===== src/hdl/json_token_structure_checker_unit_defines.svh =====
// assertion macros shared by the json token checker rtl
// no dependencies; included by files that carry concurrent assertions
`ifndef JSON_TOKEN_STRUCTURE_CHECKER_UNIT_DEFINES_SVH
`define JSON_TOKEN_STRUCTURE_CHECKER_UNIT_DEFINES_SVH

// check on every clock edge outside reset
`define JTSC_ASSERT(lbl, prop, msg) \
	lbl: assert property (@(posedge clk) disable iff (!arst_n) prop) else $error(msg);

// check on every clock edge, reset included
`define JTSC_ASSERT_ALWAYS(lbl, prop, msg) \
	lbl: assert property (@(posedge clk) prop) else $error(msg);

`endif


===== src/hdl/jtsc_pkg.sv =====
// types and codes for the json token structure checker
// no dependencies; imported by the checker unit
package jtsc_pkg;

	localparam int KIND_W        = 4;
	localparam int DEPTH_LIMIT_W = 7;
	localparam int NEST_W        = 7;
	localparam int CTX_W         = 3;

	// lexer token kinds; codes 13 to 15 carry no meaning
	typedef enum logic [KIND_W-1:0] {
		K_OBJ_OPEN  = 4'd0,
		K_OBJ_CLOSE = 4'd1,
		K_ARR_OPEN  = 4'd2,
		K_ARR_CLOSE = 4'd3,
		K_COLON     = 4'd4,
		K_COMMA     = 4'd5,
		K_STRING    = 4'd6,
		K_NUMBER    = 4'd7,
		K_TRUE      = 4'd8,
		K_FALSE     = 4'd9,
		K_NULL      = 4'd10,
		K_EOF       = 4'd11,
		K_OTHER     = 4'd12
	} kind_t;

	// per-token result status
	typedef enum logic [2:0] {
		ST_OK       = 3'd0,
		ST_DONE     = 3'd1,
		ST_UNEXP    = 3'd2,
		ST_NEEDOPEN = 3'd3,
		ST_BADNUM   = 3'd4,
		ST_DEEP     = 3'd5
	} status_t;

	// per-level context of an open container
	typedef enum logic [CTX_W-1:0] {
		C_OKEYEND   = 3'd0,
		C_OKEY      = 3'd1,
		C_OCOLON    = 3'd2,
		C_OVALUE    = 3'd3,
		C_OCOMMAEND = 3'd4,
		C_AVALEND   = 3'd5,
		C_AVALUE    = 3'd6,
		C_ACOMMAEND = 3'd7
	} ctx_t;

	// document phase
	typedef enum logic [1:0] {
		PH_WAIT   = 2'd0,
		PH_INSIDE = 2'd1,
		PH_AFTER  = 2'd2
	} phase_t;

	// statuses that end the document and echo the position
	function automatic logic is_error(status_t st);
		return st inside {ST_UNEXP, ST_NEEDOPEN, ST_BADNUM, ST_DEEP};
	endfunction

endpackage


===== src/hdl/jtsc_ram.sv =====
// generic single-write, single-read ram with registered read data
// no dependencies; used for the context stack
module jtsc_ram #(
	parameter int WIDTH = 3,
	parameter int DEPTH = 64
) (
	input  logic                     clk,
	input  logic                     wr_en,
	input  logic [$clog2(DEPTH)-1:0] wr_addr,
	input  logic [WIDTH-1:0]         wr_data,
	input  logic [$clog2(DEPTH)-1:0] rd_addr,
	output logic [WIDTH-1:0]         rd_data
);

	logic [WIDTH-1:0] mem [DEPTH];

	// write port and registered read port
	always_ff @(posedge clk) begin
		if (wr_en) begin
			mem[wr_addr] <= wr_data;
		end
		rd_data <= mem[rd_addr];
	end

endmodule


===== src/hdl/json_token_structure_checker_unit.sv =====
// Checks JSON structure on a stream of lexer tokens, one status beat per token beat.
// A token passes an input register, is checked against the document phase, the
// top-of-stack context and the entry below it, and lands in a result register:
// one token is taken every cycle while status beats drain; a waiting status beat
// stalls the input once the input register holds a token. The top context lives in a
// register and the entry below it is prefetched from the stack ram every cycle (with a
// write bypass), so pushes and pops do not stall the token stream. The stack ram
// needs no clearing after reset. Depends on jtsc_pkg, jtsc_ram and
// json_token_structure_checker_unit_defines.svh.
`include "json_token_structure_checker_unit_defines.svh"

module json_token_structure_checker_unit import jtsc_pkg::*; #(
	parameter int MAX_DEPTH = 64,
	parameter int POS_WIDTH = 24
) (
	input  logic                     clk,
	input  logic                     arst_n,
	// configuration write
	input  logic                     cfg_valid,
	output logic                     cfg_ready,
	input  logic [DEPTH_LIMIT_W-1:0] cfg_data,
	// token beats
	input  logic                     in_valid,
	output logic                     in_ready,
	input  logic [KIND_W-1:0]        token_kind,
	input  logic                     number_ok,
	input  logic [POS_WIDTH-1:0]     token_line,
	input  logic [POS_WIDTH-1:0]     token_column,
	// status beats
	output logic                     out_valid,
	input  logic                     out_ready,
	output logic [2:0]               status,
	output logic [POS_WIDTH-1:0]     error_line,
	output logic [POS_WIDTH-1:0]     error_column,
	output logic [NEST_W-1:0]        nesting_depth
);

	localparam int AW = $clog2(MAX_DEPTH);
	localparam int LW = $clog2(MAX_DEPTH + 1);
	localparam int CW = (LW > DEPTH_LIMIT_W) ? LW : DEPTH_LIMIT_W;

	// configuration register
	logic [DEPTH_LIMIT_W-1:0] depth_limit_q;

	// input stage
	logic                 valid_s1;
	logic [KIND_W-1:0]    token_kind_s1;
	logic                 number_ok_s1;
	logic [POS_WIDTH-1:0] token_line_s1;
	logic [POS_WIDTH-1:0] token_column_s1;

	// checker state
	phase_t        phase_q, phase_n;
	logic [LW-1:0] level_q, level_n;
	ctx_t          top_q, top_n;
	logic          byp_q;
	ctx_t          byp_data_q;

	// result register
	logic                 out_valid_q;
	status_t              status_q;
	logic [POS_WIDTH-1:0] error_line_q;
	logic [POS_WIDTH-1:0] error_column_q;
	logic [NEST_W-1:0]    nesting_depth_q;

	// step signals
	logic          fire;
	status_t       st;
	logic          err;
	logic          push;
	logic          pop;
	logic          open_root;
	ctx_t          wr_ctx;
	ctx_t          below;
	logic [CTX_W-1:0] rd_data;
	logic [AW-1:0] wr_addr;
	logic [AW-1:0] rd_addr;
	logic [LW-1:0] lvl_rd;
	logic [CW-1:0] lim;
	logic          at_limit;
	logic          val_ok;
	ctx_t          val_top;
	ctx_t          open_ctx;

	// handshakes
	assign cfg_ready = 1'b1;
	assign fire      = valid_s1 && (!out_valid_q || out_ready);
	assign in_ready  = !valid_s1 || fire;

	// configuration write
	always_ff @(posedge clk or negedge arst_n) begin
		if (!arst_n) begin
			depth_limit_q <= DEPTH_LIMIT_W'(64);
		end else if (cfg_valid) begin
			depth_limit_q <= cfg_data;
		end
	end

	// input register
	always_ff @(posedge clk or negedge arst_n) begin
		if (!arst_n) begin
			valid_s1 <= 1'b0;
		end else if (in_ready) begin
			valid_s1 <= in_valid;
		end
	end

	always_ff @(posedge clk) begin
		if (in_valid && in_ready) begin
			token_kind_s1   <= token_kind;
			number_ok_s1    <= number_ok;
			token_line_s1   <= token_line;
			token_column_s1 <= token_column;
		end
	end

	// effective depth limit and entry below the top
	assign lim      = (CW'(depth_limit_q) < CW'(MAX_DEPTH)) ? CW'(depth_limit_q) : CW'(MAX_DEPTH);
	assign at_limit = CW'(level_q) >= lim;
	assign below    = byp_q ? byp_data_q : ctx_t'(rd_data);

	// scalar value placement in the top context
	assign val_ok   = (top_q == C_OVALUE) || (top_q == C_AVALEND) || (top_q == C_AVALUE);
	assign val_top  = (top_q == C_OVALUE) ? C_OCOMMAEND : C_ACOMMAEND;
	assign open_ctx = (token_kind_s1 == K_OBJ_OPEN) ? C_OKEYEND : C_AVALEND;

	// token check: status and stack action
	always_comb begin
		st        = ST_OK;
		top_n     = top_q;
		push      = 1'b0;
		pop       = 1'b0;
		open_root = 1'b0;
		wr_ctx    = val_top;
		case (phase_q)
			PH_INSIDE: begin
				if (level_q == '0) begin
					st = ST_UNEXP;
				end else begin
					case (token_kind_s1)
						K_OBJ_OPEN, K_ARR_OPEN: begin
							if (!val_ok) begin
								st = ST_UNEXP;
							end else if (at_limit) begin
								st = ST_DEEP;
							end else begin
								push  = 1'b1;
								top_n = open_ctx;
							end
						end
						K_OBJ_CLOSE: begin
							if (top_q == C_OKEYEND || top_q == C_OCOMMAEND) begin
								pop   = 1'b1;
								top_n = below;
							end else begin
								st = ST_UNEXP;
							end
						end
						K_ARR_CLOSE: begin
							if (top_q == C_AVALEND || top_q == C_ACOMMAEND) begin
								pop   = 1'b1;
								top_n = below;
							end else begin
								st = ST_UNEXP;
							end
						end
						K_COLON: begin
							if (top_q == C_OCOLON) begin
								top_n = C_OVALUE;
							end else begin
								st = ST_UNEXP;
							end
						end
						K_COMMA: begin
							if (top_q == C_OCOMMAEND) begin
								top_n = C_OKEY;
							end else if (top_q == C_ACOMMAEND) begin
								top_n = C_AVALUE;
							end else begin
								st = ST_UNEXP;
							end
						end
						K_STRING: begin
							if (top_q == C_OKEYEND || top_q == C_OKEY) begin
								top_n = C_OCOLON;
							end else if (val_ok) begin
								top_n = val_top;
							end else begin
								st = ST_UNEXP;
							end
						end
						K_NUMBER: begin
							if (!number_ok_s1) begin
								st = ST_BADNUM;
							end else if (val_ok) begin
								top_n = val_top;
							end else begin
								st = ST_UNEXP;
							end
						end
						K_TRUE, K_FALSE, K_NULL: begin
							if (val_ok) begin
								top_n = val_top;
							end else begin
								st = ST_UNEXP;
							end
						end
						default: begin
							st = ST_UNEXP;
						end
					endcase
				end
			end
			PH_AFTER: begin
				st = (token_kind_s1 == K_EOF) ? ST_DONE : ST_UNEXP;
			end
			default: begin
				if (token_kind_s1 == K_OBJ_OPEN || token_kind_s1 == K_ARR_OPEN) begin
					if (lim == '0) begin
						st = ST_DEEP;
					end else begin
						open_root = 1'b1;
						top_n     = open_ctx;
					end
				end else begin
					st = ST_NEEDOPEN;
				end
			end
		endcase
	end

	assign err = is_error(st);

	// next stack level
	always_comb begin
		if (err || st == ST_DONE) begin
			level_n = '0;
		end else if (open_root) begin
			level_n = LW'(1);
		end else if (push) begin
			level_n = LW'(level_q + LW'(1));
		end else if (pop) begin
			level_n = LW'(level_q - LW'(1));
		end else begin
			level_n = level_q;
		end
	end

	// next document phase
	always_comb begin
		phase_n = phase_q;
		if (err || st == ST_DONE) begin
			phase_n = PH_WAIT;
		end else begin
			case (phase_q)
				PH_INSIDE: begin
					if (pop && level_q == LW'(1)) begin
						phase_n = PH_AFTER;
					end
				end
				PH_AFTER: begin
					phase_n = PH_AFTER;
				end
				default: begin
					phase_n = PH_INSIDE;
				end
			endcase
		end
	end

	// state update
	always_ff @(posedge clk or negedge arst_n) begin
		if (!arst_n) begin
			phase_q <= PH_WAIT;
			level_q <= '0;
			top_q   <= C_OKEYEND;
		end else if (fire) begin
			phase_q <= phase_n;
			level_q <= level_n;
			top_q   <= top_n;
		end
	end

	// stack ram: on a push the top's after-value context goes down, entry below is prefetched
	assign wr_addr = AW'(level_q - LW'(1));
	assign lvl_rd  = fire ? level_n : level_q;
	assign rd_addr = AW'(lvl_rd - LW'(2));

	jtsc_ram #(
		.WIDTH(CTX_W),
		.DEPTH(MAX_DEPTH)
	) u_stack (
		.clk    (clk),
		.wr_en  (fire && push),
		.wr_addr(wr_addr),
		.wr_data(wr_ctx),
		.rd_addr(rd_addr),
		.rd_data(rd_data)
	);

	// bypass when the prefetch hits the entry being written
	always_ff @(posedge clk or negedge arst_n) begin
		if (!arst_n) begin
			byp_q <= 1'b0;
		end else begin
			byp_q <= fire && push && (wr_addr == rd_addr);
		end
	end

	always_ff @(posedge clk) begin
		byp_data_q <= wr_ctx;
	end

	// result register
	always_ff @(posedge clk or negedge arst_n) begin
		if (!arst_n) begin
			out_valid_q <= 1'b0;
		end else if (fire) begin
			out_valid_q <= 1'b1;
		end else if (out_ready) begin
			out_valid_q <= 1'b0;
		end
	end

	always_ff @(posedge clk) begin
		if (fire) begin
			status_q        <= st;
			error_line_q    <= err ? token_line_s1 : '0;
			error_column_q  <= err ? token_column_s1 : '0;
			nesting_depth_q <= NEST_W'(level_n);
		end
	end

	assign out_valid     = out_valid_q;
	assign status        = status_q;
	assign error_line    = error_line_q;
	assign error_column  = error_column_q;
	assign nesting_depth = nesting_depth_q;

	// an error beat closes the document
	`JTSC_ASSERT(a_err_depth_zero, out_valid_q && is_error(status_q) |-> nesting_depth_q == '0, "error beat with open containers")
	// positions are echoed only on errors
	`JTSC_ASSERT(a_pos_only_on_err, out_valid_q && !is_error(status_q) |-> error_line_q == '0 && error_column_q == '0, "position on non-error beat")
	// open containers exist exactly while inside the root
	`JTSC_ASSERT(a_phase_level, (phase_q == PH_INSIDE) == (level_q != '0), "phase and level disagree")
	// level never passes the stack size
	`JTSC_ASSERT(a_level_bound, CW'(level_q) <= CW'(MAX_DEPTH), "stack level beyond stack size")
	// a completed document leaves no open containers and returns to waiting
	`JTSC_ASSERT(a_done_resets, fire && st == ST_DONE |=> phase_q == PH_WAIT && level_q == '0, "document end not cleared")

endmodule

===== config.mk =====
export PLATFORM = sky130hd
export DESIGN_NAME = json_token_structure_checker_unit
export DESIGN_NICKNAME = d
export VERILOG_FILES = /design/src/hdl/jtsc_pkg.sv /design/src/hdl/jtsc_ram.sv /design/src/hdl/json_token_structure_checker_unit.sv
export VERILOG_INCLUDE_DIRS = /design/src /design/src/hdl
export SDC_FILE = /design/constraint.sdc
export NUM_CORES = 1
export LEC_CHECK = 0
export BUFFER_PORTS_ARGS = -buffer_cell sky130_fd_sc_hd__clkbuf_2
export CAP_MARGIN = 20
export CORE_MARGIN = 2
export CORE_UTILIZATION = 45
export CTS_BUF_LIST = sky130_fd_sc_hd__clkbuf_8 sky130_fd_sc_hd__clkbuf_16
export DETAILED_ROUTE_END_ITERATION = 10
export MAX_ROUTING_LAYER = met4
export PLACE_DENSITY_LB_ADDON = 0.3
export SYNTH_ARGS = -nofsm -noshare
export SYNTH_HDL_FRONTEND = slang
export SYNTH_SLANG_ARGS = --single-unit

===== constraint.sdc =====
create_clock -name clk -period 4.9 [get_ports clk]
set_input_delay 0.98 -clock clk [delete_from_list [all_inputs] [get_ports clk]]
set_output_delay 0.98 -clock clk [all_outputs]
set_load 0.02 [all_outputs]

## Word-level counts from Yosys, hierarchy flattened

Memory sizes are Yosys's and may differ from the RTL's. A register that Yosys moved wholly into a read port is not among the register bits.
Index checks and enable logic that the tools add are counted.

- Bits in writable memories: 128
- Bits of input ports: 65
- Memories kept: 1
- Output and inout bits: 61
- Register bits: 139

- Equality and inequality tests: 38
- Reductions and logical operators: 28
- Add/sub/neg operators: 3
- $lt $le $gt $ge: 2
- Bitwise logic cells: 1
- Muxes and demuxes: 60

Memory list:

| memory | depth | width | rd ports | clocked after memory_dff | wr ports | line | source |
|---|---|---|---|---|---|---|---|
| u_stack.mem | 64 | 2 | 1 | 1 | 1 | jtsc_ram.sv:15 | `logic [WIDTH-1:0] mem [DEPTH];` |

Operator list:

| kind | number |
|---|---|
| two-way mux 3 bit | 21 |
| case mux 3 bit (8 select lines) | 2 |
| two-way mux 7 bit | 6 |
| two-way mux 2 bit | 11 |
| inequality test 3 bit, second input constant | 7 |
| equality test 3 bit, second input constant | 6 |
| equality test 4 x 3 -> 1 bit, second input constant | 4 |
| equality test 4 bit, second input constant | 4 |
| two-way mux 1 bit | 16 |
| zero test 7 bit | 2 |
| AND reduction 13 bit | 1 |
| equality test 3 x 2 -> 1 bit, second input constant | 4 |
| case mux 3 bit (2 select lines) | 2 |
| logical OR 1 bit | 9 |
| inequality test 9 x 1 -> 1 bit, second input constant | 1 |
| equality test 4 x 2 -> 1 bit, second input constant | 2 |
| adder 7 x 1 -> 7 bit, second input constant | 1 |
| equality test 7 x 1 -> 1 bit, second input constant | 1 |
| greater-or-equal comparator 7 bit | 1 |
| less-than comparator 7 bit, second input constant | 1 |
| subtractor 7 x 1 -> 7 bit, second input constant | 1 |
| equality test 3 x 1 -> 1 bit, second input constant | 2 |
| equality test 6 bit | 1 |
| subtractor 6 x 2 -> 6 bit, second input constant | 1 |
| 18 further kinds | 25 |

## Longest topological paths before layout

- Depth in word-level cells: 16
- Mapped depth: 21

## By module

Synthesis repeated with hierarchy kept, for this count alone.

- Cell total of the unflattened synthesis: 881
- Area total of the unflattened synthesis: 14010.9 um2

Modules (own cells, without submodules):

| module | times used | sequential area each (um2) | cells each | area each (um2) |
|---|---|---|---|---|
| jtsc_ram | 1 | 5825.6 | 426 | 7865.0 |
| json_token_structure_checker_unit | 1 | 3905.0 | 455 | 6145.9 |

## Least setup slack after synthesis

OpenSTA, ideal clock, no wires.

- Path kind: input-to-reg
- Start point: input port out_ready
- End point: register u_stack.rd_data[0] (read register of u_stack.mem)
- Arrival time: 5.942 ns
- Setup slack: -1.177 ns
- Stages on the path: 14
- Cell sequence: nand2b_1 -> nand2_1 -> inv_1 -> clkbuf_1 -> nand3_1 -> o221ai_1 -> inv_1 -> ha_1 -> clkbuf_1 -> clkbuf_1 -> mux4_2 -> nor3b_1 -> or4_1 -> mux4_2

- Word-level cells in the longest chain between the ends: 4

RTL lines:

| what | line | source |
|---|---|---|
| start, declared | json_token_structure_checker_unit.sv:31 | `input logic out_ready,` |
| logical OR 1 bit | json_token_structure_checker_unit.sv:87 | `assign fire = valid_s1 && (!out_valid_q \|\| out_ready);` |
| logical AND 1 bit | json_token_structure_checker_unit.sv:87 |  |
| via fire | json_token_structure_checker_unit.sv:67 | `logic fire;` |
| two-way mux 7 bit | n/a |  |
| via lvl_rd[2] | json_token_structure_checker_unit.sv:78 | `logic [LW-1:0] lvl_rd;` |
| subtractor 6 x 2 -> 6 bit | json_token_structure_checker_unit.sv:287 | `assign rd_addr = AW'(lvl_rd - LW'(2));` |
| end, declared | jtsc_ram.sv:12 | `output logic [WIDTH-1:0] rd_data` |

The timed path passes the listed nets, and every way through them passes these cells.
A chain may end at the register's enable or synchronous reset.

## Worst setup path after layout

- Start point: register depth_limit_q[6]
- End point: register u_stack.rd_data[0] (read register of u_stack.mem)

- Word-level cells in the longest chain between the ends: 14
- Elaborated cells on any way between the ends: 31
- Classes of those cells: add/sub (1); order compare (2); eq/ne (5); mux (20); reduce/logical (3)

RTL lines:

| what | line | source |
|---|---|---|
| start, declared | json_token_structure_checker_unit.sv:43 | `logic [DEPTH_LIMIT_W-1:0] depth_limit_q;` |
| start signal, assigned | json_token_structure_checker_unit.sv:95 | `depth_limit_q <= cfg_data;` |
| less-than comparator 7 bit | json_token_structure_checker_unit.sv:118 | `assign lim = (CW'(depth_limit_q) < CW'(MAX_DEPTH)) ? CW'(depth_limit_q) : CW'(MAX_DEPTH);` |
| two-way mux 7 bit (*) | json_token_structure_checker_unit.sv:118 |  |
| greater-or-equal comparator 7 bit | json_token_structure_checker_unit.sv:119 | `assign at_limit = CW'(level_q) >= lim;` |
| two-way mux 3 bit | json_token_structure_checker_unit.sv:144 | `end else if (at_limit) begin` |
| two-way mux 3 bit | json_token_structure_checker_unit.sv:142 | `if (!val_ok) begin` |
| case mux 3 bit (8 select lines) | json_token_structure_checker_unit.sv:140 | `case (token_kind_s1)` |
| two-way mux 3 bit | json_token_structure_checker_unit.sv:137 | `if (level_q == '0) begin` |
| case mux 3 bit (2 select lines) | json_token_structure_checker_unit.sv:135 | `case (phase_q)` |
| equality test 3 x 2 -> 1 bit or equality test 3 bit (tied branches) | jtsc_pkg.sv:58 | `return st inside {ST_UNEXP, ST_NEEDOPEN, ST_BADNUM, ST_DEEP};` |
| nonzero test 4 bit | jtsc_pkg.sv:58 |  |
| logical OR 1 bit | json_token_structure_checker_unit.sv:236 | `if (err \|\| st == ST_DONE) begin` |
| two-way mux 7 bit (*) | json_token_structure_checker_unit.sv:236 |  |
| two-way mux 7 bit (*) | n/a |  |
| subtractor 6 x 2 -> 6 bit (*) | json_token_structure_checker_unit.sv:287 |  |

Every way passes the cells marked *; elsewhere a longest branch is shown, timed or not.

==> impl_table.tex <==
\begin{tabular}{lr}
\hline
Metric & Value \\
\hline
\multicolumn{2}{l}{\textbf{Pwr}} \\
Worst IR drop on VDD & 0.2435 mV \\
Part of the power in combinational logic & 0.183 \\
Power spent charging and discharging nets & 1.370 mW \\
Sw Ratio & 0.3073 \\
Total power & 4.459 mW \\
Fraction of power consumed by sequential logic & 0.481 \\
Internal Power & 3.089 mW \\
Part of the power in the clock network & 0.336 \\
P per Cell Area & 418.8 mW/mm² \\
Lkg Pwr & 3.918 nW \\
\multicolumn{2}{l}{\textbf{Floorplanning}} \\
Die footprint & 0.02107 mm² \\
Core area & 0.01953 mm² \\
Placement Rows & 51 \\
Number of ports placed on the die boundary & 126 \\
Y dimension of the die & 145.2 µm \\
Starting density of the core & 0.4592 \\
Die boundary width & 145.2 µm \\
\multicolumn{2}{l}{\textbf{Logic synthesis}} \\
Post-Syn Nets & 733 \\
Synth warn & 0 \\
Mean area per synthesized cell & 13.69 µm² \\
Seq cells post-synth & 199 \\
Most used flip-flop cell after synthesis & sky130\_fd\_sc\_hd\_\_edfxtp\_1 \\
Sequential share of the synthesized area & 0.6520 \\
Synth top area share & 0.5860 \\
Post-synthesis instance total & 655 \\
Netlist cell types & 73 \\
Share of synthesized flip-flops with an asynchronous set or reset & 0.1106 \\
Library cell with the largest summed area after synthesis & sky130\_fd\_sc\_hd\_\_edfxtp\_1 \\
Count of flip-flops with a built-in enable after synthesis & 175 \\
Netlist Area Pre-Place & 0.008967 mm² \\
Top cells by area in the synthesized netlist & sky130\_fd\_sc\_hd\_\_edfxtp\_1 59\%, sky130\_fd\_sc\_hd\_\_dfrtp\_1 5.9\%, sky130\_fd\_sc\_hd\_\_mux4\_2 4.3\% \\
\multicolumn{2}{l}{\textbf{Critical path}} \\
Crit path launch type & flip-flop \\
Type of element capturing the critical path & flip-flop \\
Worst setup path class & reg -> reg \\
Worst Reg-to-Reg Cells & 16 \\
Biggest fanout along the worst timing path & 10 \\
Worst R2R Setup Slack & 0.28 ns \\
CP Data Required Time & 5.21 ns \\
Endpoint arrival time on the critical path & 4.93 ns \\
\multicolumn{2}{l}{\textbf{Cells and area}} \\
Net count reported at finish & 874 \\
Share of cells above drive strength 1 & 0.2979 \\
Total of fill cells in the finished design & 1641 \\
Final core utilization & 0.5452 \\
Antenna diode instance count & 0 \\
Area growth syn-to-layout & 18.73\% \\
Non-filler instance count after layout & 1074 \\
Cell area after layout & 0.01065 mm² \\
\multicolumn{2}{l}{\textbf{Drt}} \\
Count of unresolved DRC violations after routing & 0 \\
Routed Wire Length & 19610 µm \\
Avg Vias per Cell & 5.408 \\
Detail Route Antenna Nets & 0 \\
Violation count after the first detailed-routing iteration & 483 \\
Total number of vias & 5808 \\
Number of iterations in the first detailed-routing pass & 5 \\
Routed wire per std cell & 18.26 µm \\
\multicolumn{2}{l}{\textbf{STA}} \\
Minimum period implied by the final worst setup slack & 4.621 ns \\
Tightest slew margin relative to the limit & 0.4904 \\
Final worst-path cycle share & 0.9431 \\
Final setup violating endpoints & 0 \\
Final Hold Vio Count & 0 \\
Layout Skew & 0.01675 ns \\
Max Slew Vio Count & 0 \\
Max Freq & 0.2164 GHz \\
Setup tns final & 0 ns \\
Measured slew at the worst slew-check pin & 0.7644 ns \\
\multicolumn{2}{l}{\textbf{Placement}} \\
Placed Instance Area & 0.009965 mm² \\
Port Buffers & 124 \\
GP Congestion & 0.9323 \\
DP HPWL & 14020 µm \\
Number of instances in the placed design & 1041 \\
\multicolumn{2}{l}{\textbf{Global route}} \\
Largest net degree at the start of global routing & 66 \\
Global-route wire length before repair & 31680 µm \\
Initial antenna violation count & 0 \\
GRT Total Usage & 0.1957 \\
Number of global-route vias before repair & 5971 \\
GRT overflow & 0 \\
\multicolumn{2}{l}{\textbf{Clocking}} \\
Reg clk slew, reported paths & 0.08 ns \\
Clock tree root buffer cell & sky130\_fd\_sc\_hd\_\_clkbuf\_16 \\
Total of hold buffers inserted after clock tree synthesis & 0 \\
H-Tree Depth & 4 \\
Inserted Clock Buffers & 17 \\
Clk sink count & 199 \\
CTS tree & built \\
Clock latency reported for the late side of the worst-skew pair & 0.44 ns \\
Buffer depth of the longest clock path & 2 \\
\multicolumn{2}{l}{\textbf{Hold path}} \\
Hold Path Depth & 1 \\
Type of the tightest min-delay check & reg -> reg \\
\multicolumn{2}{l}{\textbf{Outcome}} \\
Result of the run & completed \\
\multicolumn{2}{l}{\textbf{Flow run}} \\
Count of maximum capacitance violations & 0 \\
\hline
\end{tabular}
[logic make-up (layout without fill, tap and decap cells)]
family,count (synthesis),after routing,share of synthesized area
and+or+nand+nor,263,263,0.1493
DFF,199,199,0.6520
AOI/OAI and AO/OA,79,79,0.06711
buffers and inverters,44,198,0.02483
muxes,37,37,0.06656
xor gates and xnor gates,19,19,0.02163
adders and majority gates,13,13,0.01814
other,1,1,0.0004182
[registers in the layout, summed over array words and instances (netlist names)]
signal	flops
u_stack.rd_data	1
byp_data_q	1
byp_q	1
u_stack.mem	64
phase_q	2
status	3
top_q	3
error_line	24
valid_s1	1
level_q	7
nesting_depth	7
token_kind_s1	4
out_valid	1
number_ok_s1	1
token_line_s1	24
depth_limit_q	7
token_column_s1	24
error_column	24
[per-layer routing]
metal	up-vias	share of wire	global-route usage
met5	-	0	-
met2	205	0.51	0.3245
met4	0	0.025	0.06814
li1	2697	-	-
met1	2866	0.42	0.2432
met3	40	0.046	0.03679
[cell usage after synthesis, drive strengths merged (3+ instances only)]
master and count:
nor2 96, o211ai 6, nor3 11, o211a 3
xnor2 14, mux2i 9, nor4 4, mux2 11
nor2b 4, a21oi 22, o311ai 3, and2 53
edfxtp 175, inv 13, o21ai 12, o22ai 3
mux4 17, and3 7, nor3b 5, nand2b 6
o21a 4, ha 13, or4 3, o31ai 5
dfrtp 21, nand3b 5, nand4 3, a31oi 3
buf 16, xor2 3, nand2 46, or3 4
clkbuf 15, nand3 12
[final cells by class]
type / count / area, µm² / share of cell area
Multi-Input combinational cell: 412 / 2923 / 0.2745
Sequential cell: 199 / 5848 / 0.5493
Inverter: 13 / 48.80 / 0.004583
Clock inverter: 15 / 231.5 / 0.02174
Tap cell: 265 / 331.6 / 0.03114
Clock buffer: 17 / 425.4 / 0.03996
Timing Repair Buffer: 153 / 838.3 / 0.07874
[metrics by stage]
step | hold WS, ns | setup slack, ns
CTS | 0.5212 | 0.05181
floorplan | 0.4569 | 0.08801
global route | 0.5343 | -0.0008340
global placement | 0.4869 | 0.2764
finish | 0.5132 | 0.2786
detailed placement | 0.5020 | 0.1201
[layout by cell type (no fill, tap or decap), types with 6 or more instances in the layout]
master and n:
sky130_fd_sc_hd__inv_1 11, sky130_fd_sc_hd__mux2_2 11, sky130_fd_sc_hd__and3_1 7, sky130_fd_sc_hd__clkbuf_2 124, sky130_fd_sc_hd__nand2_1 46, sky130_fd_sc_hd__nand3_1 12, sky130_fd_sc_hd__and2_1 50, sky130_fd_sc_hd__mux2i_1 9
sky130_fd_sc_hd__nor2_1 96, sky130_fd_sc_hd__xnor2_1 13, sky130_fd_sc_hd__ha_1 12, sky130_fd_sc_hd__buf_4 29, sky130_fd_sc_hd__clkbuf_16 17, sky130_fd_sc_hd__nand2b_1 6, sky130_fd_sc_hd__dfrtp_1 20, sky130_fd_sc_hd__o211ai_1 6
sky130_fd_sc_hd__edfxtp_1 175, sky130_fd_sc_hd__mux4_2 17, sky130_fd_sc_hd__a21oi_1 19, sky130_fd_sc_hd__nor3_1 10, sky130_fd_sc_hd__o21ai_0 9
[power by group through the flow]
| stage | Combinational [mW] | Sequential [mW] | Clock (mW) |
|---|---|---|---|
| floorplan | 0.500 | 2.24 | 0 |
| global placement | 0.799 | 2.17 | 0 |
| detailed placement | 0.819 | 2.18 | 0 |
| CTS | 0.822 | 2.14 | 1.52 |
| global route | 0.896 | 2.16 | 1.59 |
| finish | 0.818 | 2.14 | 1.50 |
[repair_timing]
action / 4_1_cts / 5_1_grt
endpoints found under the setup margin: 0 / 1
resized for setup: 0 / 5
setup buffers: 0 / 1
[final timing paths]
check | start | endpoint
setup / recovery | depth_limit_q[6] | u_stack.rd_data[0]
hold / removal | valid_s1 | out_valid
setup reg to reg | depth_limit_q[6] | u_stack.rd_data[0]
hold reg to reg | valid_s1 | out_valid
max in group asynchronous | arst_n | level_q[0]
min in group asynchronous | arst_n | depth_limit_q[1]
[worst max-delay path, stage by stage (launching register included)]
cell and delay (ns):
sky130_fd_sc_hd__dfstp_2 0.55, sky130_fd_sc_hd__inv_1 0.11, sky130_fd_sc_hd__nand2_1 0.09, sky130_fd_sc_hd__ha_1 0.26, sky130_fd_sc_hd__a21o_1 0.20, sky130_fd_sc_hd__a31oi_2 0.19
sky130_fd_sc_hd__o21ai_2 0.17, sky130_fd_sc_hd__a221oi_2 0.32, sky130_fd_sc_hd__buf_4 0.18, sky130_fd_sc_hd__o211ai_1 0.13, sky130_fd_sc_hd__nand2b_1 0.18, sky130_fd_sc_hd__a22oi_2 0.10
sky130_fd_sc_hd__ha_2 0.49, sky130_fd_sc_hd__mux4_2 0.33, sky130_fd_sc_hd__and3_1 0.19, sky130_fd_sc_hd__or4_1 0.53, sky130_fd_sc_hd__mux4_2 0.47
(Power assumes the default switching activity.)
